File: config.mk
export PLATFORM = sky130hd
export DESIGN_NAME = sst_seq
export DESIGN_NICKNAME = d
export VERILOG_FILES = /design/src/rtl/sst_pkg.sv /design/src/rtl/sst_seq.sv
export SDC_FILE = /design/constraint.sdc
export NUM_CORES = 1
export LEC_CHECK = 0
export BUFFER_PORTS_ARGS = -buffer_cell sky130_fd_sc_hd__clkbuf_2
export CAP_MARGIN = 10
export CORE_MARGIN = 2
export CORE_UTILIZATION = 35
export CTS_BUF_LIST = sky130_fd_sc_hd__clkbuf_2
export CTS_CLUSTER_DIAMETER = 200
export DETAILED_ROUTE_END_ITERATION = 10
export GPL_ROUTABILITY_DRIVEN = 0
export SLEW_MARGIN = 10
export SYNTH_ARGS = -nofsm -noshare
export SYNTH_HDL_FRONTEND = slang
export SYNTH_SLANG_ARGS = --single-unit
File: constraint.sdc
create_clock -name i_clk -period 3.6 [get_ports i_clk]
set_input_delay 0.72 -clock i_clk [delete_from_list [all_inputs] [get_ports i_clk]]
set_output_delay 0.72 -clock i_clk [all_outputs]
set_load 0.02 [all_outputs]
File: src/rtl/sst_pkg.sv
// Shared types, codes and sizes for the sparse-set component table.
package sst_pkg;

    localparam int SLOTS       = 4096;
    localparam int IDX_BITS    = 12;
    localparam int GEN_BITS    = 10;
    localparam int HANDLE_BITS = IDX_BITS + GEN_BITS;
    localparam int ROW_BITS    = 64;
    localparam int CNT_BITS    = 13;
    localparam int PC_BITS     = 5;

    localparam logic [1:0] KIND_GET    = 2'd0;
    localparam logic [1:0] KIND_ADD    = 2'd1;
    localparam logic [1:0] KIND_REMOVE = 2'd2;
    localparam logic [1:0] KIND_BAD    = 2'd3;

    typedef enum logic [2:0] {
        ST_OK      = 3'd0,
        ST_ABSENT  = 3'd1,
        ST_PRESENT = 3'd2,
        ST_FULL    = 3'd3,
        ST_NULL    = 3'd4,
        ST_STALE   = 3'd5
    } t_status;

    typedef enum logic [3:0] {
        C_NEVER    = 4'd0,
        C_ALWAYS   = 4'd1,
        C_CLR_MORE = 4'd2,
        C_KIND_BAD = 4'd3,
        C_NULL     = 4'd4,
        C_NOT_HELD = 4'd5,
        C_IS_ADD   = 4'd6,
        C_STALE    = 4'd7,
        C_IS_GET   = 4'd8,
        C_NOT_ADD  = 4'd9,
        C_FULL     = 4'd10
    } t_cond;

    typedef enum logic {
        DS_HIT  = 1'b0,
        DS_LAST = 1'b1
    } t_dense_sel;

    typedef enum logic [1:0] {
        SL_ZERO = 2'd0,
        SL_HIT  = 2'd1,
        SL_TAIL = 2'd2
    } t_slot_sel;

    typedef struct packed {
        logic [1:0]             kind;
        logic [HANDLE_BITS-1:0] entity_handle;
        logic [ROW_BITS-1:0]    row_in;
    } t_in_item;

    typedef struct packed {
        t_status             status;
        logic [ROW_BITS-1:0] row_out;
        logic [IDX_BITS-1:0] dense_slot;
        logic [CNT_BITS-1:0] entry_count;
    } t_out_item;

    // One microcode word.
    typedef struct packed {
        logic               take_in;
        logic               do_clear;
        logic               rd_sparse;
        logic               rd_dense;
        t_dense_sel         dense_sel;
        logic               do_add;
        logic               do_remove;
        logic               emit;
        t_status            status;
        logic               emit_row;
        t_slot_sel          slot_sel;
        t_cond              cond;
        logic [PC_BITS-1:0] target;
    } t_ctrl;

    // Datapath conditions seen by the sequencer.
    typedef struct packed {
        logic out_busy;
        logic clr_more;
        logic kind_bad;
        logic null_h;
        logic not_held;
        logic is_add;
        logic is_get;
        logic not_add;
        logic stale;
        logic full;
    } t_flags;

endpackage

File: src/rtl/sst_seq.sv
// Microcode sequencer: step counter, control ROM and conditional jumps.
module sst_seq (
    input  logic            i_clk,
    input  logic            i_rst_n,
    input  sst_pkg::t_flags i_flags,
    input  logic            i_in_valid,
    output sst_pkg::t_ctrl  o_ctrl,
    output logic            o_go
);
    import sst_pkg::*;

    localparam logic [PC_BITS-1:0] L_CLEAR       = 5'd0;
    localparam logic [PC_BITS-1:0] L_FETCH       = 5'd1;
    localparam logic [PC_BITS-1:0] L_SCREEN_KIND = 5'd2;
    localparam logic [PC_BITS-1:0] L_SCREEN_NULL = 5'd3;
    localparam logic [PC_BITS-1:0] L_RD_MAP      = 5'd4;
    localparam logic [PC_BITS-1:0] L_RD_HIT      = 5'd5;
    localparam logic [PC_BITS-1:0] L_CHK_HELD    = 5'd6;
    localparam logic [PC_BITS-1:0] L_CHK_ADD     = 5'd7;
    localparam logic [PC_BITS-1:0] L_CHK_STALE   = 5'd8;
    localparam logic [PC_BITS-1:0] L_CHK_GET     = 5'd9;
    localparam logic [PC_BITS-1:0] L_RD_LAST     = 5'd10;
    localparam logic [PC_BITS-1:0] L_REMOVE      = 5'd11;
    localparam logic [PC_BITS-1:0] L_GET         = 5'd12;
    localparam logic [PC_BITS-1:0] L_NOT_HELD    = 5'd13;
    localparam logic [PC_BITS-1:0] L_CHK_FULL    = 5'd14;
    localparam logic [PC_BITS-1:0] L_ADD         = 5'd15;
    localparam logic [PC_BITS-1:0] L_ABSENT      = 5'd16;
    localparam logic [PC_BITS-1:0] L_NULL        = 5'd17;
    localparam logic [PC_BITS-1:0] L_PRESENT     = 5'd18;
    localparam logic [PC_BITS-1:0] L_STALE       = 5'd19;
    localparam logic [PC_BITS-1:0] L_FULL        = 5'd20;

    function automatic t_ctrl f_ucode(input logic [PC_BITS-1:0] pc);
        t_ctrl w;
        w          = '0;
        w.cond     = C_NEVER;
        w.status   = ST_OK;
        w.slot_sel = SL_ZERO;
        case (pc)
            L_CLEAR: begin
                w.do_clear = 1'b1;
                w.cond     = C_CLR_MORE;
                w.target   = L_CLEAR;
            end
            L_FETCH:       w.take_in = 1'b1;
            L_SCREEN_KIND: begin
                w.cond   = C_KIND_BAD;
                w.target = L_ABSENT;
            end
            L_SCREEN_NULL: begin
                w.cond   = C_NULL;
                w.target = L_NULL;
            end
            L_RD_MAP:      w.rd_sparse = 1'b1;
            L_RD_HIT: begin
                w.rd_dense  = 1'b1;
                w.dense_sel = DS_HIT;
            end
            L_CHK_HELD: begin
                w.cond   = C_NOT_HELD;
                w.target = L_NOT_HELD;
            end
            L_CHK_ADD: begin
                w.cond   = C_IS_ADD;
                w.target = L_PRESENT;
            end
            L_CHK_STALE: begin
                w.cond   = C_STALE;
                w.target = L_STALE;
            end
            L_CHK_GET: begin
                w.cond   = C_IS_GET;
                w.target = L_GET;
            end
            L_RD_LAST: begin
                w.rd_dense  = 1'b1;
                w.dense_sel = DS_LAST;
            end
            L_REMOVE: begin
                w.do_remove = 1'b1;
                w.emit      = 1'b1;
                w.slot_sel  = SL_HIT;
                w.cond      = C_ALWAYS;
                w.target    = L_FETCH;
            end
            L_GET: begin
                w.emit     = 1'b1;
                w.emit_row = 1'b1;
                w.slot_sel = SL_HIT;
                w.cond     = C_ALWAYS;
                w.target   = L_FETCH;
            end
            L_NOT_HELD: begin
                w.cond   = C_NOT_ADD;
                w.target = L_ABSENT;
            end
            L_CHK_FULL: begin
                w.cond   = C_FULL;
                w.target = L_FULL;
            end
            L_ADD: begin
                w.do_add   = 1'b1;
                w.emit     = 1'b1;
                w.slot_sel = SL_TAIL;
                w.cond     = C_ALWAYS;
                w.target   = L_FETCH;
            end
            L_ABSENT: begin
                w.emit   = 1'b1;
                w.status = ST_ABSENT;
                w.cond   = C_ALWAYS;
                w.target = L_FETCH;
            end
            L_NULL: begin
                w.emit   = 1'b1;
                w.status = ST_NULL;
                w.cond   = C_ALWAYS;
                w.target = L_FETCH;
            end
            L_PRESENT: begin
                w.emit   = 1'b1;
                w.status = ST_PRESENT;
                w.cond   = C_ALWAYS;
                w.target = L_FETCH;
            end
            L_STALE: begin
                w.emit   = 1'b1;
                w.status = ST_STALE;
                w.cond   = C_ALWAYS;
                w.target = L_FETCH;
            end
            L_FULL: begin
                w.emit   = 1'b1;
                w.status = ST_FULL;
                w.cond   = C_ALWAYS;
                w.target = L_FETCH;
            end
            default: begin
                w.cond   = C_ALWAYS;
                w.target = L_FETCH;
            end
        endcase
        return w;
    endfunction

    logic [PC_BITS-1:0] r_pc;
    logic [PC_BITS-1:0] n_pc;
    t_ctrl              w_word;
    logic               w_taken;
    logic               w_go;

    assign w_word = f_ucode(r_pc);

    always_comb begin
        case (w_word.cond)
            C_NEVER:    w_taken = 1'b0;
            C_ALWAYS:   w_taken = 1'b1;
            C_CLR_MORE: w_taken = i_flags.clr_more;
            C_KIND_BAD: w_taken = i_flags.kind_bad;
            C_NULL:     w_taken = i_flags.null_h;
            C_NOT_HELD: w_taken = i_flags.not_held;
            C_IS_ADD:   w_taken = i_flags.is_add;
            C_STALE:    w_taken = i_flags.stale;
            C_IS_GET:   w_taken = i_flags.is_get;
            C_NOT_ADD:  w_taken = i_flags.not_add;
            C_FULL:     w_taken = i_flags.full;
            default:    w_taken = 1'b0;
        endcase
    end

    // A step holds while it waits for an input transfer or for room at the output.
    assign w_go = !(w_word.take_in && !i_in_valid) && !(w_word.emit && i_flags.out_busy);

    always_comb begin
        n_pc = r_pc;
        if (w_go) begin
            n_pc = w_taken ? w_word.target : r_pc + PC_BITS'(1);
        end
    end

    always_ff @(posedge i_clk) begin
        if (!i_rst_n) begin
            r_pc <= L_CLEAR;
        end else begin
            r_pc <= n_pc;
        end
    end

    assign o_ctrl = w_word;
    assign o_go   = w_go;

endmodule

==> impl_metrics.yaml <==
detailed_routing:
  num_vias: 1157
  first_iter_violations: 40
  antenna_left: 0
  dr_wl_cell_um: 14.1
  vias_per_cell: 5.67
  dr.pass1.iters: 4
  finalWirelength_mm: 2.87
  drcViolationCount: 0
clocking:
  cts-buffers-inserted: 3
  post_cts_buffers: 0
  cts_max_path_buffers: 2
  cts_tree: "yes"
  post_cts_hold_buffer_count: 0
  cts.repair.resized: 0
  worstSkewPairLatency_ps: 220
  clock_root_cell: "sky130_fd_sc_hd__clkbuf_2"
  cts_max_level: 1
  clk_transition_reported_paths_ps: 60
  tritoncts_num_sinks: 5
setup_path:
  setup.worst_path.class: "flop to output port"
  cpPeakStageDelay_ps: 760
  cp.arrival_ps: 2400
  timing.critical_path.cells: "nand2b_1 > o22ai_1 > a2111o_1 > a22oi_1 > clkbuf_2"
  critPathRequiredTime_ps: 2880
  crit_slowest_cell: "sky130_fd_sc_hd__dfxtp_1"
  startpoint_type: "flop"
  crit_path_end_kind: "output port"
  critical_path.max_fanout: 22
yosys:
  syn-mean-instance-area_um2: 6.57
  mappedNetlistNets: 161
  yosys_most_used_dff: "sky130_fd_sc_hd__dfxtp_1"
  netlist_instances: 143
  synth.cell_area_um2: 940
  synth-edff-count: 0
  synth_sequential_area_ratio_pct: 10.7
  yosys_warnings: 0
  ys_types: 45
  postSynth.asyncResetShare_pct: 0
  yosys_register_bits: 5
global_routing:
  via_count_of_the_first_global_routing_pass: 1015
  largest_net_degree_at_the_start_of_global_routing: 24
  grt_pass1_wl_mm: 4.62
  number_of_antenna_violations_at_the_first_check_in_global_routing: 0
  grt-ovfl-total: 0
  total_track_usage_pct: 17.8
sta:
  setup_total_negative_slack_ps: 0
  timing_hold_violations_final: 0
  tightest_hold_margin_ps: 551
  final-max-slew-violation-count: 0
  fin_crit_sh_pct: 86.7
  worstMarginPinSlew_ps: 731
  max_slew_margin_pct: 51.2
  max_clock_freq_mhz: 320
  finClkSkew_ps: 2.29
  final.min_clock_period_ps: 3120
  setup_failing_eps_final: 0
  rsz0062_at_grt: "false"
power:
  power.share.sequential_pct: 13.5
  p_int_uw: 293
  p_leak_nw: 0.523
  switching_share_pct: 58.8
  power_frac_comb_pct: 79.0
  total_power_uw: 711
  switching_power_uw: 418
  power.share.clock_pct: 7.5
  peakVddDrop_mv: 0.438
  cellPowerDensity_mw_per_mm2: 625
placement:
  detailed_place.area_mm2: 0.00112
  place.port_buffers: 36
  dp.final_hpwl_mm: 2.23
floorplan:
  die-width_um: 55.8
  placementRows: 18
  floorplan.die.height_um: 55.8
  start_util_pct: 37.6
  die_footprint_mm2: 0.00312
  num_io_pins: 37
  fp.coreArea_mm2: 0.00250
final_layout:
  cell_area_after_layout_mm2: 0.00114
  final_nets: 193
  layout-drive-gt1-share_pct: 28.2
  fin_util_pct: 45.5
  area_growth_pct: 21.0
  largest_register_ff_count: 5
  antenna_cells_inserted: 0
  reg_with_most_ffs: "r_pc"
  biggestRegsByFlops: "r_pc x5"
run:
  drv.max_cap_violation_count: 0
status:
  run_status: "complete, no violations"
worst_hold_path:
  hold_path.class: "flop to flop"
## final timing paths
check | start | endpoint | slack, ps | cells past startpoint
max reg2reg | r_pc[3]$_SDFFE_PN0P_ | r_pc[3]$_SDFFE_PN0P_ | 770 | 8
min | r_pc[1]$_SDFFE_PN0P_ | r_pc[1]$_SDFFE_PN0P_ | 550 | 2
min reg2reg | r_pc[1]$_SDFFE_PN0P_ | r_pc[1]$_SDFFE_PN0P_ | 550 | 2
max | r_pc[3]$_SDFFE_PN0P_ | o_go | 480 | 5
## kinds of logic after synthesis
kind of cell             count (synthesis)  synth area share (%)
adder cells (fa/ha/maj)                  5                  6.66
flip-flops                               5                  10.7
XOR/XNOR                                 1                 0.932
AO/OA/AOI/OAI                           42                  34.8
AND/OR/NAND/NOR                         66                  35.7
buffers and inverters                   23                  10.3
multiplexers                             1                  1.07
## synthesized netlist by cell type, drive strengths merged (2+ instances only)
library cell / count / area share [%]
a2111oi: 2 / 3.9
a21oi: 13 / 6.9
and3: 8 / 5.3
buf: 8 / 4.3
clkbuf: 2 / 0.80
dfxtp: 5 / 11
ha: 5 / 6.7
inv: 13 / 5.2
nand2: 19 / 7.6
nand2b: 6 / 4.0
nand3: 3 / 1.6
nor2: 13 / 5.2
nor3: 6 / 3.2
nor3b: 3 / 2.4
o2111ai: 4 / 3.7
o211ai: 4 / 3.2
o21a: 2 / 1.6
o21ai: 2 / 1.1
o22ai: 2 / 2.0
o311ai: 2 / 1.9
or2: 2 / 1.3
## stage by stage
step	cells	setup slack, ps
floorplan	143	773
global placement	200	745
detailed placement	200	706
CTS	204	459
global route	204	298
finish	204	478
## cell usage in the layout (no fill, tap or decap), types with 2 or more instances in the layout
cell / instances
sky130_fd_sc_hd__dfxtp_1: 5
sky130_fd_sc_hd__nor3_1: 6
sky130_fd_sc_hd__o211ai_1: 4
sky130_fd_sc_hd__and3_1: 8
sky130_fd_sc_hd__nor2_1: 13
sky130_fd_sc_hd__nand3_1: 3
sky130_fd_sc_hd__nor3b_1: 3
sky130_fd_sc_hd__nand2_1: 19
sky130_fd_sc_hd__clkbuf_2: 40
sky130_fd_sc_hd__o21a_1: 2
sky130_fd_sc_hd__o2111ai_1: 4
sky130_fd_sc_hd__o311ai_1: 2
sky130_fd_sc_hd__nand2b_1: 6
sky130_fd_sc_hd__inv_1: 12
sky130_fd_sc_hd__ha_1: 5
sky130_fd_sc_hd__o21ai_0: 2
sky130_fd_sc_hd__or2_2: 2
sky130_fd_sc_hd__a21oi_1: 13
## power by group through the flow
stage / Clock [mW] / Combinational (mW) / Sequential, mW
CTS: 0.0538 / 0.561 / 0.0958
detailed placement: 0 / 0.558 / 0.0970
finish: 0.0531 / 0.561 / 0.0960
global route: 0.0592 / 0.617 / 0.0990
floorplan: 0 / 0.424 / 0.0795
global placement: 0 / 0.552 / 0.0946
## routing by layer
layer / track usage, % / routed length, um
met4: 6.46 / 6
met2: 28.7 / 1400
met3: 1.63 / 129
met1: 24.6 / 1340
met5: 0 / 0
## critical path, delay by kind of cell, from the launching register on
| family | cells | cell delay (ps) |
|---|---|---|
| flip-flops | 1 | 760 |
| AND/OR/NAND/NOR | 1 | 280 |
| AO/OA/AOI/OAI | 3 | 900 |
| buffers and inverters | 1 | 240 |
## final cells by class
class                           instances  area, um^2
Timing Repair Buffer                   37         188
Multi-Input combinational cell        115         743
Fill cell                             271        1360
Clock buffer                            4        20.0
Inverter                               13        48.8
Tap cell                               30        37.5
Sequential cell                         5         100
No activity file was read; power rests on OpenSTA's default activity.
